`src/rtl/core/srmm_pkg.sv`:
```
// Shared types, codes and default sizes for the sparse row matrix multiply unit.
package srmm_pkg;

  localparam int unsigned INNER_DIM_DEF      = 64;
  localparam int unsigned OUT_COLS_DEF       = 64;
  localparam int unsigned B_NNZ_CAPACITY_DEF = 1024;

  localparam int unsigned ACC_W  = 56;
  localparam int unsigned VAL_W  = 32;
  localparam int unsigned IDX_W  = 6;
  localparam int unsigned PROD_W = 64;
  localparam int unsigned FRAC_W = 16;

  typedef enum logic [1:0] {
    FUNC_LOAD   = 2'd0,
    FUNC_A      = 2'd1,
    FUNC_FINISH = 2'd2,
    FUNC_CLEAR  = 2'd3
  } func_e;

  typedef enum logic [1:0] {
    ST_OK   = 2'd0,
    ST_DROP = 2'd1,
    ST_SAT  = 2'd2
  } status_e;

  // One classified command waiting between front and back.
  typedef struct packed {
    func_e                    op;
    logic                     bad;
    logic [IDX_W-1:0]         row;
    logic [IDX_W-1:0]         col;
    logic signed [VAL_W-1:0]  value;
  } cmd_t;

endpackage

```
`src/rtl/core/srmm_in_if.sv`:
```
// Command channel: valid/ready handshake with one command word.
interface srmm_in_if;
  logic               valid;
  logic               ready;
  logic [1:0]         func;
  logic [5:0]         row_index;
  logic [5:0]         col_index;
  logic signed [31:0] value;

  modport source (output valid, func, row_index, col_index, value, input ready);
  modport sink   (input valid, func, row_index, col_index, value, output ready);
endinterface

```
`src/rtl/core/srmm_front.sv`:
```
// Front end: accepts command words, checks ranges and queues them for the back end.
module srmm_front
  import srmm_pkg::*;
#(
  parameter int unsigned INNER_DIM = INNER_DIM_DEF,
  parameter int unsigned OUT_COLS  = OUT_COLS_DEF
) (
  input  logic clk_i,
  input  logic rst_ni,
  srmm_in_if.sink req_i,
  input  logic  busy_init_i,
  output logic  cmd_valid_o,
  output cmd_t  cmd_o,
  input  logic  cmd_pop_i
);

  cmd_t       mem_q [2];
  logic       wr_ptr_q, wr_ptr_d;
  logic       rd_ptr_q, rd_ptr_d;
  logic [1:0] cnt_q, cnt_d;
  logic       push;
  cmd_t       in_cmd;

  // Hold off new words during the reset clearing pass or when the queue is full
  assign req_i.ready = (cnt_q != 2'd2) && !busy_init_i;
  assign push        = req_i.valid && req_i.ready;

  // Classify the incoming word
  always_comb begin
    in_cmd.op    = func_e'(req_i.func);
    in_cmd.row   = req_i.row_index;
    in_cmd.col   = req_i.col_index;
    in_cmd.value = req_i.value;
    unique case (func_e'(req_i.func))
      FUNC_LOAD: in_cmd.bad = (32'(req_i.row_index) >= 32'(INNER_DIM)) ||
                              (32'(req_i.col_index) >= 32'(OUT_COLS));
      FUNC_A:    in_cmd.bad = (32'(req_i.col_index) >= 32'(INNER_DIM));
      default:   in_cmd.bad = 1'b0;
    endcase
  end

  assign cmd_valid_o = (cnt_q != 2'd0);
  assign cmd_o       = mem_q[rd_ptr_q];

  // Advance pointers and count
  always_comb begin
    wr_ptr_d = wr_ptr_q ^ push;
    rd_ptr_d = rd_ptr_q ^ cmd_pop_i;
    cnt_d    = cnt_q + {1'b0, push} - {1'b0, cmd_pop_i};
  end

  always_ff @(posedge clk_i or negedge rst_ni) begin
    if (!rst_ni) begin
      wr_ptr_q <= 1'b0;
      rd_ptr_q <= 1'b0;
      cnt_q    <= 2'd0;
    end else begin
      wr_ptr_q <= wr_ptr_d;
      rd_ptr_q <= rd_ptr_d;
      cnt_q    <= cnt_d;
    end
  end

  // Store the queued word
  always_ff @(posedge clk_i) begin
    if (push) begin
      mem_q[wr_ptr_q] <= in_cmd;
    end
  end

endmodule

```
`src/flat_wrapper.sv`:
```
// flat-port wrapper written by rule: the top's interface ports become plain ports
module srmm_front_flat import srmm_pkg::*;
#(
  parameter int unsigned INNER_DIM = INNER_DIM_DEF,
  parameter int unsigned OUT_COLS  = OUT_COLS_DEF
)
  (clk_i, rst_ni, busy_init_i, cmd_valid_o, cmd_o, cmd_pop_i, req_i_valid, req_i_func, req_i_row_index, req_i_col_index, req_i_value, req_i_ready);
  srmm_in_if req_i_i ();
  input  logic clk_i;
  input  logic rst_ni;
  input  logic busy_init_i;
  output logic cmd_valid_o;
  output cmd_t cmd_o;
  input  logic cmd_pop_i;
  input wire logic [$bits(req_i_i.valid)-1:0] req_i_valid;
  input wire logic [$bits(req_i_i.func)-1:0] req_i_func;
  input wire logic [$bits(req_i_i.row_index)-1:0] req_i_row_index;
  input wire logic [$bits(req_i_i.col_index)-1:0] req_i_col_index;
  input wire logic [$bits(req_i_i.value)-1:0] req_i_value;
  output wire logic [$bits(req_i_i.ready)-1:0] req_i_ready;
  assign req_i_i.valid = req_i_valid;
  assign req_i_i.func = req_i_func;
  assign req_i_i.row_index = req_i_row_index;
  assign req_i_i.col_index = req_i_col_index;
  assign req_i_i.value = req_i_value;
  assign req_i_ready = req_i_i.ready;
  srmm_front #(.INNER_DIM(INNER_DIM), .OUT_COLS(OUT_COLS)) u_core (.clk_i(clk_i), .rst_ni(rst_ni), .req_i(req_i_i), .busy_init_i(busy_init_i), .cmd_valid_o(cmd_valid_o), .cmd_o(cmd_o), .cmd_pop_i(cmd_pop_i));
endmodule
```
`config.mk`:
```
export PLATFORM = sky130hd
export DESIGN_NAME = srmm_front_flat
export DESIGN_NICKNAME = d
export VERILOG_FILES = /design/src/rtl/core/srmm_pkg.sv /design/src/rtl/core/srmm_in_if.sv /design/src/rtl/core/srmm_front.sv /design/src/flat_wrapper.sv
export SDC_FILE = /design/constraint.sdc
export NUM_CORES = 1
export LEC_CHECK = 0
export ABC_CLOCK_PERIOD_IN_PS = 7250
export BUFFER_PORTS_ARGS = -buffer_cell sky130_fd_sc_hd__buf_2
export CAP_MARGIN = 10
export CORE_UTILIZATION = 51
export CTS_CLUSTER_DIAMETER = 60
export DETAILED_ROUTE_END_ITERATION = 6
export GPL_TIMING_DRIVEN = 0
export PLACE_DENSITY = 0.86
export SYNTH_ARGS = -nofsm -noshare
export SYNTH_HDL_FRONTEND = slang
export SYNTH_SLANG_ARGS = --single-unit
```
`constraint.sdc`:
```
create_clock -name clk_i -period 7.25 [get_ports clk_i]
set_input_delay 0.725 -clock clk_i [delete_from_list [all_inputs] [get_ports clk_i]]
set_output_delay 0.725 -clock clk_i [all_outputs]
set_load 0.01 [all_outputs]
```
* After elaboration in Yosys (flattened, before gate mapping) *
Memory sizes are Yosys's and may differ from the RTL's.
Cells that the tools add are included.

storage, ports and cells
  flip-flop bits (word level) = 4
  latch bits = 0
  RAM bits = 92
  memory bits (read-only) = 0
  input port bits = 51
  output and inout bits = 49
  logic and storage cells = 15
  memories kept = 1

operators by class
  add/sub/neg operators = 2
  multipliers = 0
  div/mod/pow operators = 0
  $lt $le $gt $ge = 0
  equal/unequal tests = 1
  shift-type cells = 0
  multiplexer cells = 2
  bitwise gates (word level) = 2
  reduce and logical (&&, ||, !) cells = 4

memory list
  name          words  bits a word  rd ports  clocked after memory_dff  wr ports  RTL line          text
  u_core.mem_q  2      46           1         0                         1         srmm_front.sv:17  cmd_t mem_q [2];

operators with widths
  kind                count
  $add 2x1->2         1
  $logic_and 1x1->1   2
  $mux 1              2
  $ne 2x2->1 const B  1
  $reduce_bool 2->1   1
  $sub 2x1->2         1
  $xor 1x1->1         2
  $logic_not 1->1     1

* Logic depth before layout (Yosys ltp) *
Gate-level depths: netlist of the first run.

  depth after elaboration = 5
  depth in mapped cells = 6
  gate-level depth less buffers = 6

* Least setup slack after synthesis of the first run *
Ideal clock, no wire load.

  path kind = input port to flip-flop
  from = in busy_init_i
  to = mem u_core.mem_q[1][0] (netlist name), enable pin
  setup time = 0.408 ns
  arrival = 2.252 ns
  data required time = 6.842 ns
  path slack = 4.590 ns
  stages on the path = 2
  buffers on the path = 0
  cell sequence = nor3b_1 ha_1

between the ends
  longest elaborated chain between the ends = 5

ends and longest elaborated chain
  what                          RTL line            text
  start: declaration            flat_wrapper.sv:11  input logic busy_init_i;
  $logic_not 1->1               srmm_front.sv:25    assign req_i.ready = (cnt_q != 2'd2) && !busy_init_i;
  $logic_and 1x1->1             srmm_front.sv:25
  $logic_and 1x1->1             srmm_front.sv:26    assign push = req_i.valid && req_i.ready;
  $mux 1                        srmm_front.sv:66    if (push) begin
  $mux 1 (implied by the code)  srmm_front.sv:67    mem_q[wr_ptr_q] <= in_cmd;
  end: declaration              srmm_front.sv:17

No other way between the ends.

* Final worst setup path of the first run *
  from = reg u_core.cnt_q[1]
  to = mem u_core.mem_q[1][9] (netlist name), enable pin

between the ends
  longest elaborated chain between the ends = 5

ends and longest elaborated chain
  what                          RTL line          text
  start: declaration            srmm_front.sv:20  logic [1:0] cnt_q, cnt_d;
  start signal: assignment      srmm_front.sv:60  cnt_q <= cnt_d;
  $ne 2x2->1                    srmm_front.sv:25
  $logic_and 1x1->1             srmm_front.sv:25
  $logic_and 1x1->1             srmm_front.sv:26
  $mux 1                        srmm_front.sv:66
  $mux 1 (implied by the code)  srmm_front.sv:67

No other way between the ends.

==> load_flow_metrics.sql, run 1 <==
INSERT INTO impl_metrics (metric_group, metric, value, unit) VALUES
('floorplan', 'die_w', '86.83', 'um'),
('cts', 'cts_resized', '0', ''),
('worst_setup_path', 'arrival', '2.37', 'ns'),
('yosys', 'synth_edf_count', '92', ''),
('timing', 'clock.fmax', '429.3', 'MHz'),
('worst_setup_path', 'cp-end-kind', 'register', ''),
('yosys', 'synth_cells', '164', ''),
('finish', 'design_area', '4551', 'um^2'),
('placed_design', 'post_dp_cell_area', '4340', 'um^2'),
('worst_setup_path', 'critical_path.startpoint', 'u_core.cnt_q[1]', ''),
('yosys', 'synthTopCellsByArea', 'sky130_fd_sc_hd__edfxtp_1 (75%), sky130_fd_sc_hd__mux2_4 (12%), sky130_fd_sc_hd__mux2_2 (4.9%)', ''),
('cts', 'clockBufferDepth', '2', ''),
('global_routing', 'first_global_vias', '1886', ''),
('placed_design', 'dp.cells', '360', ''),
('routing', 'route.vias.total', '1817', ''),
('yosys', 'synth.avg_cell_area', '22.38', 'um^2'),
('floorplan', 'die_h', '86.83', 'um'),
('yosys', 'async_flop_share', '4.167', '%'),
('timing', 'final.period_utilization', '32.13', '%'),
('routing', 'antenna_violating_nets_post_route', '0', ''),
('yosys', 'synth-main-ff-cell', 'sky130_fd_sc_hd__edfxtp_1', ''),
('placed_design', 'port-buffer-count', '98', ''),
('cts', 'cts_setup_buffers', '0', ''),
('routing', 'viasPerCell', '4.832', ''),
('cts', 'holdBufCountCts', '0', ''),
('yosys', 'yosys.area.top_type_share', '75.28', '%'),
('global_routing', 'wire_length_of_the_first_global_routing_pass', '8.625', 'mm'),
('yosys', 'count_of_warnings_emitted_by_yosys', '0', ''),
('timing', 'grt_setup_unrepaired', 'false', ''),
('min_path', 'hold_class', 'in2async', ''),
('cts', 'cts.root.buffer_cell', 'sky130_fd_sc_hd__clkbuf_8', ''),
('finish', 'design.final.nets', '330', ''),
('finish', 'antenna_cells', '0', ''),
('cts', 'clock_tree.htree_level_count', '3', ''),
('worst_setup_path', 'largest_fanout_of_any_net_on_the_critical_path', '24', ''),
('pwr', 'max-vdd-ir-drop', '197.3', 'uV'),
('timing', 'fin_ws', '4.921', 'ns'),
('placed_design', 'dp_hpwl', '3.911', 'mm'),
('finish', 'layout.core_utilization', '66.25', '%'),
('global_routing', 'antenna_found_initial', '0', ''),
('global_routing', 'gr-usage-all-layers', '15.81', '%'),
('timing', 'fin_skew', '0.004662', 'ns'),
('worst_setup_path', 'worstReg2RegStart', 'u_core.cnt_q[1]', ''),
('global_routing', 'pin_count_of_the_biggest_net_entering_global_routing', '25', ''),
('yosys', 'synth.top_cells.by_count', 'sky130_fd_sc_hd__edfxtp_1 (92), sky130_fd_sc_hd__mux2_4 (30), sky130_fd_sc_hd__mux2_2 (16)', ''),
('routing', 'drc_errors', '0', ''),
('pwr', 'power_density', '346.2', 'nW/um^2'),
('job', 'maxCapViolations', '0', ''),
('timing', 'max_slew_margin', '56.53', '%'),
('routing', 'firstDrtPassIters', '4', ''),
('timing', 'tns', '0', 'ns'),
('floorplan', 'floorplan.core_area', '6869', 'um^2'),
('timing', 'final.min_clock_period', '2.329', 'ns'),
('floorplan', 'start_util', '53.42', '%'),
('yosys', 'seq_area_frac_synth', '78.01', '%'),
('run_status', 'status', 'completed', ''),
('yosys', 'netlist_area_before_placement', '3670', 'um^2'),
('floorplan', 'fp-row-count', '30', ''),
('cts', 'clkLatencyLatePin', '0.33', 'ns'),
('cts', 'tritoncts', 'done', ''),
('yosys', 'post-synth-top-count-cell', 'sky130_fd_sc_hd__edfxtp_1', ''),
('yosys', 'synth_cell_type_count', '16', ''),
('cts', 'clock_sinks', '96', ''),
('routing', 'detail_route.wirelength', '5.785', 'mm'),
('cts', 'cts.reportedPaths.clkPinSlew', '0.08', 'ns'),
('floorplan', 'design.die.area', '7539', 'um^2'),
('timing', 'max_slew.worst_pin.slew', '0.6521', 'ns'),
('floorplan', 'io-pin-count', '100', ''),
('yosys', 'synth_largest_area_cell', 'sky130_fd_sc_hd__edfxtp_1', ''),
('pwr', 'post-layout-total-power', '1.576', 'mW'),
('placed_design', 'preCtsSetupSlack', '4.627', 'ns');
## placed cells by master, fill, tap and decap left out, types with 2 or more instances in the layout
master,Yosys,layout
sky130_fd_sc_hd__buf_16,0,2
sky130_fd_sc_hd__buf_2,1,99
sky130_fd_sc_hd__buf_6,4,4
sky130_fd_sc_hd__bufinv_16,0,2
sky130_fd_sc_hd__clkbuf_8,0,9
sky130_fd_sc_hd__clkinv_1,0,3
sky130_fd_sc_hd__clkinvlp_4,0,2
sky130_fd_sc_hd__dfrtp_1,4,4
sky130_fd_sc_hd__edfxtp_1,92,92
sky130_fd_sc_hd__ha_1,4,2
sky130_fd_sc_hd__ha_2,0,2
sky130_fd_sc_hd__inv_1,4,4
sky130_fd_sc_hd__mux2_2,16,16
sky130_fd_sc_hd__mux2_4,30,30
sky130_fd_sc_hd__xnor2_1,2,2
## cell families after synthesis
family / synth area share (%)
DFF: 78.01
muxes: 17.18
buffers and inverters: 1.977
adders and majority gates: 1.364
and+or+nand+nor: 0.6480
xor gates and xnor gates: 0.7161
other: 0.1022
## per-layer routing
| metal | vias up | part of all wire, % | GRT usage [%] |
|---|---|---|---|
| li1 | 853 | - | - |
| met1 | 899 | 40 | 16.84 |
| met2 | 59 | 54 | 28.99 |
| met3 | 6 | 5.7 | 4.667 |
| met4 | 0 | 1.2 | 6.667 |
| met5 | - | 0 | 0 |
## final timing paths
kind	endpoint	slack, ns	cells past startpoint
setup reg to reg	u_core.mem_q[1][9]	4.92	4
max in group asynchronous	u_core.rd_ptr_q	6.95	1
hold reg to reg	u_core.cnt_q[1]	0.66	2
min in group clk_i	u_core.mem_q[1][39]	0.57	1
hold / removal	u_core.cnt_q[0]	0.18	1
setup / recovery	u_core.mem_q[1][9]	4.92	4
## layout make-up
class,instances,area (um^2)
fill,501,2318
inverter,4,15.01
sequential,96,2863
buffer,6,57.56
timing repair buffer,100,545.5
tap,96,120.1
multi-input combinational,58,739.5
clock inverter,7,86.33
clock buffer,9,123.9
## where the power goes
part	switching, mW	leakage [nW]	internal, mW
combinational	0.237	0.821	0.267
sequential	0.0215	0.887	0.692
clock	0.167	0.0980	0.191
total	0.425	1.81	1.15
## flip-flops by register name, summed over array words and instances (netlist names)
register	count
u_core.mem_q	92
u_core.wr_ptr_q	1
u_core.rd_ptr_q	1
u_core.cnt_q	2
## worst max-delay path, cell delays in order, from the launching register on
cell and delay [ns]:
sky130_fd_sc_hd__dfrtp_1 0.41, sky130_fd_sc_hd__nor2b_1 0.16, sky130_fd_sc_hd__nor3b_1 0.45, sky130_fd_sc_hd__ha_2 0.74, sky130_fd_sc_hd__buf_16 0.26
Power figures use the tool's default switching activity.
==> inputs of run 2 (changes only) <==
ABC_CLOCK_PERIOD_IN_PS = 2000   (was 7250)
CORE_UTILIZATION = 47   (was 51)
PLACE_DENSITY = 0.84   (was 0.86)
clock period = 2 ns   (was 7.25 ns; I/O delays follow)
==> run 2 against run 1 <==
Cell area increased by 0.33%. Sequential share of layout area down 0.21 points. Final cell count rose by 1.1%. Via count rose by 0.55%. Clock-buffer cell count stayed put. Clock skew barely moved. Combinational power rose to 3.7 times the previous value. First-iteration DRC count down 16%. Hold slack lost 0.15 ns. Critical endpoint is now u_core.mem_q[1][12].
==> load_flow_metrics.sql, run 2 (synthesis gave the netlist of run 1 again) <==
INSERT INTO impl_metrics (metric_group, metric, value, unit) VALUES
('finish', 'num-fill-cells', '564', ''),
('global_routing', 'gr-usage-all-layers', '15.63', '%'),
('timing', 'tns', '0', 'ns'),
('pwr', 'power.share.sequential', '45.8', '%'),
('global_routing', 'pin_count_of_the_biggest_net_entering_global_routing', '31', ''),
('finish', 'multi_input_area', '770.7', 'um^2'),
('pwr', 'power.combinational.fraction', '32.5', '%'),
('timing', 'final.min_clock_period', '1.843', 'ns'),
('finish', 'layout_top_registers', 'u_core.mem_q x92, u_core.cnt_q x2', ''),
('global_routing', 'wire_length_of_the_first_global_routing_pass', '9.522', 'mm'),
('job', 'maxCapViolations', '0', ''),
('floorplan', 'fp-row-count', '31', ''),
('cts', 'clockBufferDepth', '2', ''),
('timing', 'fin_skew', '0.005146', 'ns'),
('placed_design', 'dp_hpwl', '4.077', 'mm'),
('cts', 'cts.root.buffer_cell', 'sky130_fd_sc_hd__clkbuf_8', ''),
('timing', 'maxSlewViolCount', '0', ''),
('routing', 'dr.first_iter.drc_count', '41', ''),
('cts', 'cts_setup_buffers', '0', ''),
('pwr', 'clock_power_share', '21.7', '%'),
('min_path', 'hold_class', 'in2reg', ''),
('cts', 'clock_sinks', '96', ''),
('finish', 'final_cell_mix', 'sky130_fd_sc_hd__buf_2 (99), sky130_fd_sc_hd__edfxtp_1 (92), sky130_fd_sc_hd__mux2_4 (30)', ''),
('worst_setup_path', 'timing.setup.critical_path_class', 'reg2reg', ''),
('finish', 'synthToLayoutAreaGrowth', '24.41', '%'),
('floorplan', 'floorplan.core_area', '7408', 'um^2'),
('finish', 'design.final.nets', '331', ''),
('routing', 'antenna_violating_nets_post_route', '0', ''),
('timing', 'grt_setup_unrepaired', 'false', ''),
('routing', 'viasPerCell', '4.808', ''),
('worst_setup_path', 'critical_path.startpoint_type', 'register', ''),
('worst_setup_path', 'reg2reg_setup_slack', '0.16', 'ns'),
('floorplan', 'die_w', '90.37', 'um'),
('placed_design', 'dp.cells', '363', ''),
('cts', 'clock_tree.htree_level_count', '3', ''),
('cts', 'cts.reportedPaths.clkPinSlew', '0.09', 'ns'),
('global_routing', 'first_global_vias', '1966', ''),
('routing', 'wl_per_cell', '15.52', 'um'),
('finish', 'most_frequent_standard_cell_in_the_layout_excluding_fill_and_tap_cells', 'sky130_fd_sc_hd__buf_2', ''),
('cts', 'numCtsBuffers', '9', ''),
('timing', 'hold_viol', '0', ''),
('cts', 'clkLatencyLatePin', '0.34', 'ns'),
('finish', 'share_of_layout_cells_above_drive_strength_1', '60.85', '%'),
('global_routing', 'globalRoute.totalOverflow', '0', ''),
('floorplan', 'design.die.area', '8166', 'um^2'),
('worst_setup_path', 'arrival', '1.89', 'ns'),
('timing', 'final.period_utilization', '92.16', '%'),
('pwr', 'power_density', '1238', 'nW/um^2'),
('worst_setup_path', 'worst-endpoint-required', '2.05', 'ns'),
('pwr', 'switching_power_summed_over_all_nets', '1.592', 'mW'),
('floorplan', 'io-pin-count', '100', ''),
('worst_setup_path', 'cp-end-kind', 'register', ''),
('worst_setup_path', 'largest_fanout_of_any_net_on_the_critical_path', '30', ''),
('placed_design', 'port-buffer-count', '98', ''),
('floorplan', 'die_h', '90.37', 'um'),
('finish', 'finish.cell_count_without_fillers', '380', ''),
('pwr', 'max-vdd-ir-drop', '704.2', 'uV'),
('routing', 'firstDrtPassIters', '4', ''),
('global_routing', 'antenna_found_initial', '0', ''),
('floorplan', 'start_util', '49.54', '%'),
('pwr', 'power_leakage', '1.805', 'nW'),
('finish', 'register_area', '2863', 'um^2'),
('pwr', 'p_int', '4.059', 'mW'),
('run_status', 'status', 'completed', ''),
('routing', 'detail_route.wirelength', '5.899', 'mm'),
('pwr', 'power_switching_share', '28.18', '%'),
('routing', 'route.vias.total', '1827', ''),
('placed_design', 'gpl.final_weighted_congestion', '0.6583', ''),
('finish', 'largest_register_ffs', '92', ''),
('finish', 'antenna_cells', '0', ''),
('finish', 'largest_reg_by_ff_count', 'u_core.mem_q', ''),
('timing', 'clock.fmax', '542.5', 'MHz'),
('cts', 'tritoncts', 'done', ''),
('routing', 'drc_errors', '0', ''),
('timing', 'setup_violations', '0', '');
==> run 2: cell count changes in the layout (fill, tap and decap cells not counted), sizes merged <==
| cell | change |
|---|---|
| bufinv | -1 |
| inv | +1 |
| dlygate4sd3 | +1 |
==> run 2: worst max-delay path, cell delays in order (launching register included) <==
cell and delay [ns]:
sky130_fd_sc_hd__dfrtp_1 0.41, sky130_fd_sc_hd__nor2b_1 0.18, sky130_fd_sc_hd__nor3b_4 0.33, sky130_fd_sc_hd__ha_4 0.37
sky130_fd_sc_hd__buf_12 0.25
==> run 2: layer usage <==
metal,wire (um),GRT usage (%)
met5,0,0
met4,91,6.452
met3,306,4.125
met2,3119,27.54
met1,2383,18.04
==> run 2: per-stage QoR <==
step / total power [mW] / hold WS, ns / cell area (um^2) / utilization [%] / worst slack, ns
after floorplan: 3.874 / -0.09559 / 3670 / - / -0.4376
after global placement: 4.403 / 0.007862 / 4284 / 57.83 / -1.143
after detailed placement: 4.473 / 0.01610 / 4329 / 58.44 / -0.2631
after CTS: 5.725 / 0.01766 / 4559 / 61.54 / 0.04688
after global routing: 5.943 / 0.006614 / 4566 / 61.63 / 0.04932
final: 5.651 / 0.03318 / 4566 / 61.63 / 0.1569
==> run 2: area by class of cell <==
class / count / area share [%]
clock inverters: 7 / 1.562
plain buffers: 6 / 1.261
flip-flops and latches: 96 / 62.70
repair buffers: 101 / 11.84
inverters: 4 / 0.3289
clock buffers: 9 / 2.713
well taps: 99 / 2.713
multi-input cells: 58 / 16.88
==> run 2: repair_timing <==
action,CTS,global route
resized for setup,3,1
hold buffers,1,0
setup endpoints to repair,92,60
gates cloned,0,0
endpoints found under the hold margin,4,0
==> run 2: worst paths after layout <==
check,depth (start not counted),to,from
worst max-delay path,4,u_core.mem_q[1][12],u_core.cnt_q[1]
worst min-delay path,1,u_core.mem_q[0][30],req_i_value[30]
worst max register to register,4,u_core.mem_q[1][12],u_core.cnt_q[1]
worst min register to register,2,u_core.cnt_q[1],u_core.cnt_q[1]
max in group asynchronous,2,u_core.wr_ptr_q,rst_ni
min in group asynchronous,2,u_core.cnt_q[0],rst_ni
==> run 2: power by group through the flow <==
| stage | clock (mW) | combinational, mW | sequential (mW) |
|---|---|---|---|
| global placement | 0 | 1.77 | 2.63 |
| CTS | 1.26 | 1.87 | 2.59 |
| floorplan | 0 | 1.26 | 2.62 |
| global route | 1.34 | 1.99 | 2.61 |
| detailed placement | 0 | 1.84 | 2.63 |
| finish | 1.23 | 1.84 | 2.59 |
==> inputs of run 3 (changes only) <==
CTS_CLUSTER_SIZE = 28   (was not set)
HOLD_SLACK_MARGIN = 0.08   (was not set)
==> run 3 against run 2 <==
Sequential share of layout area decreased by 5.9 points. Worst setup slack lost 0.00096 ns. Global-route usage up 1.8 points. Utilization rose by 6.4 points. Critical endpoint is now u_core.mem_q[0][22]. Largest cell class unchanged. Largest power group unchanged. Highest routed layer unchanged.
==> load_flow_metrics.sql, run 3 (synthesis gave the netlist of run 1 again) <==
INSERT INTO impl_metrics (metric_group, metric, value, unit) VALUES
('timing', 'clock.fmax', '542.3', 'MHz'),
('worst_setup_path', 'cpPeakStageDelay', '0.41', 'ns'),
('pwr', 'power_leakage', '2.002', 'nW'),
('pwr', 'max-vdd-ir-drop', '618.2', 'uV'),
('timing', 'final.period_utilization', '92.21', '%'),
('worst_setup_path', 'arrival', '1.89', 'ns'),
('timing', 'fin_skew', '0.006639', 'ns'),
('finish', 'most_frequent_standard_cell_in_the_layout_excluding_fill_and_tap_cells', 'sky130_fd_sc_hd__buf_2', ''),
('pwr', 'power.combinational.fraction', '33.6', '%'),
('cts', 'clock_sinks', '96', ''),
('run_status', 'status', 'completed', ''),
('finish', 'design.final.nets', '378', ''),
('timing', 'maxSlewViolCount', '0', ''),
('worst_setup_path', 'critical_path.top_delay_family', 'simple AND/OR/NAND/NOR gates', ''),
('floorplan', 'die_w', '90.37', 'um'),
('cts', 'cts.root.buffer_cell', 'sky130_fd_sc_hd__clkbuf_8', ''),
('min_path', 'hold_class', 'in2async', ''),
('routing', 'route.vias.total', '2015', ''),
('routing', 'detail_route.wirelength', '6.619', 'mm'),
('global_routing', 'first_global_vias', '2183', ''),
('cts', 'clkLatencyLatePin', '0.35', 'ns'),
('routing', 'wl_per_cell', '15.50', 'um'),
('routing', 'drc_errors', '0', ''),
('routing', 'route.met3.wl', '280', 'um'),
('routing', 'drt-met1-wl', '2.678', 'mm'),
('finish', 'layout_top_registers', 'u_core.mem_q x92, u_core.cnt_q x2', ''),
('placed_design', 'port-buffer-count', '98', ''),
('cts', 'numCtsBuffers', '9', ''),
('worst_setup_path', 'critPathBufInv', '1', ''),
('timing', 'final.min_clock_period', '1.844', 'ns'),
('worst_setup_path', 'timing.setup.critical_path_class', 'reg2reg', ''),
('pwr', 'power.share.sequential', '45.0', '%'),
('placed_design', 'gpl.final_weighted_congestion', '0.6583', ''),
('cts', 'cts.reportedPaths.clkPinSlew', '0.09', 'ns'),
('routing', 'uppermost_layer_routed', 'met4', ''),
('placed_design', 'dp_hpwl', '4.077', 'mm'),
('floorplan', 'fp-row-count', '31', ''),
('cts', 'clock_tree.htree_level_count', '3', ''),
('finish', 'num-fill-cells', '500', ''),
('global_routing', 'globalRoute.totalOverflow', '0', ''),
('worst_setup_path', 'slowest_stage', 'sky130_fd_sc_hd__dfrtp_1', ''),
('pwr', 'post-layout-total-power', '5.752', 'mW'),
('finish', 'share_of_layout_cells_above_drive_strength_1', '52.13', '%'),
('worst_setup_path', 'cp-end-kind', 'register', ''),
('global_routing', 'wire_length_of_the_first_global_routing_pass', '10.63', 'mm'),
('routing', 'wl_met2', '3.569', 'mm'),
('worst_setup_path', 'critical_path.startpoint_type', 'register', ''),
('pwr', 'p_int', '4.120', 'mW'),
('job', 'maxCapViolations', '0', ''),
('worst_setup_path', 'worst-endpoint-required', '2.05', 'ns'),
('timing', 'grt_setup_unrepaired', 'false', ''),
('floorplan', 'die_h', '90.37', 'um'),
('pwr', 'power_switching_share', '28.37', '%'),
('global_routing', 'gr-usage-all-layers', '17.39', '%'),
('floorplan', 'floorplan.core_area', '7408', 'um^2'),
('finish', 'largest_reg_by_ff_count', 'u_core.mem_q', ''),
('finish', 'synthToLayoutAreaGrowth', '37.23', '%'),
('timing', 'hold_viol', '0', ''),
('pwr', 'power_density', '1142', 'nW/um^2'),
('routing', 'antenna_violating_nets_post_route', '0', ''),
('finish', 'antenna_cells', '0', ''),
('timing', 'tns', '0', 'ns'),
('routing', 'viasPerCell', '4.719', ''),
('floorplan', 'design.die.area', '8166', 'um^2'),
('cts', 'tritoncts', 'done', ''),
('timing', 'setup_violations', '0', ''),
('routing', 'dr.first_iter.drc_count', '51', ''),
('cts', 'clockBufferDepth', '2', ''),
('worst_setup_path', 'cp_cell_sequence', 'nor2b_1 -> nor3b_4 -> ha_4 -> buf_12', ''),
('global_routing', 'pin_count_of_the_biggest_net_entering_global_routing', '31', ''),
('pwr', 'clock_power_share', '21.4', '%'),
('floorplan', 'io-pin-count', '100', ''),
('worst_setup_path', 'largest_fanout_of_any_net_on_the_critical_path', '30', ''),
('finish', 'final_cell_mix', 'sky130_fd_sc_hd__buf_2 (99), sky130_fd_sc_hd__edfxtp_1 (92), sky130_fd_sc_hd__dlygate4sd3_1 (48)', ''),
('routing', 'firstDrtPassIters', '4', ''),
('floorplan', 'start_util', '49.54', '%'),
('pwr', 'switching_power_summed_over_all_nets', '1.632', 'mW'),
('global_routing', 'antenna_found_initial', '0', ''),
('finish', 'largest_register_ffs', '92', '');
## run 3: cell count changes in the layout (fill, tap and decap cells not counted), sizes merged
cell,change
dlygate4sd3,+47
## run 3: worst register-to-register path: stages (launching register included)
cell and delay (ns):
sky130_fd_sc_hd__dfrtp_1 0.41, sky130_fd_sc_hd__nor2b_1 0.18, sky130_fd_sc_hd__nor3b_4 0.33, sky130_fd_sc_hd__ha_4 0.37
sky130_fd_sc_hd__buf_12 0.25
## run 3: path summary, 6_finish.rpt
path / start / to / slack, ns / cells after the start
setup / recovery: u_core.cnt_q[1] / u_core.mem_q[0][22] / 0.16 / 4
hold / removal: rst_ni / u_core.wr_ptr_q / 0.19 / 2
setup reg to reg: u_core.cnt_q[1] / u_core.mem_q[0][22] / 0.16 / 4
hold reg to reg: u_core.cnt_q[1] / u_core.cnt_q[1] / 0.66 / 2
max in group asynchronous: rst_ni / u_core.rd_ptr_q / 1.68 / 2
min in group clk_i: busy_init_i / u_core.wr_ptr_q / 0.31 / 4
## run 3: metrics by stage
stage                     cell area (um^2)  util, %  std cells  setup slack, ns  hold WS (ns)
after global placement                4284    57.83        361           -1.143      0.007862
after CTS                             5030    67.89        427          0.04688        0.1642
after global routing                  5036    67.98        427          0.04741        0.1840
final                                 5036    67.98        427           0.1559        0.1911
after detailed placement              4329    58.44        363          -0.2631       0.01610
after floorplan                       3670        -        164          -0.4376      -0.09559
## run 3: cell type report
type | instances | area, um^2 | area share (%)
flip-flops and latches | 96 | 2863 | 56.84
clock buffers | 9 | 123.9 | 2.460
clock inverters | 7 | 71.32 | 1.416
plain buffers | 6 | 57.56 | 1.143
inverters | 4 | 15.01 | 0.2981
well taps | 99 | 123.9 | 2.460
repair buffers | 148 | 1011 | 20.07
multi-input cells | 58 | 770.7 | 15.30
## run 3: power groups by stage
stage	logic [mW]	clock network, mW	registers (mW)
global route	2.07	1.34	2.61
CTS	1.94	1.26	2.59
finish	1.93	1.23	2.59
global placement	1.77	0	2.63
detailed placement	1.84	0	2.63
floorplan	1.26	0	2.62
## run 3: routing by layer
| metal | track usage, % | vias to the layer above |
|---|---|---|
| met5 | 0 | - |
| met4 | 6.452 | 0 |
| met3 | 4.040 | 10 |
| met2 | 32.12 | 64 |
| met1 | 19.42 | 993 |
| li1 | - | 948 |
## run 3: timing repair
action / 4_1_cts / 5_1_grt
pin swaps: 0 / 0
endpoints found under the setup margin: 92 / 60
endpoints found under the hold margin: 97 / 0
hold buffers: 48 / 0
setup buffers: 0 / 0
resized for setup: 3 / 1
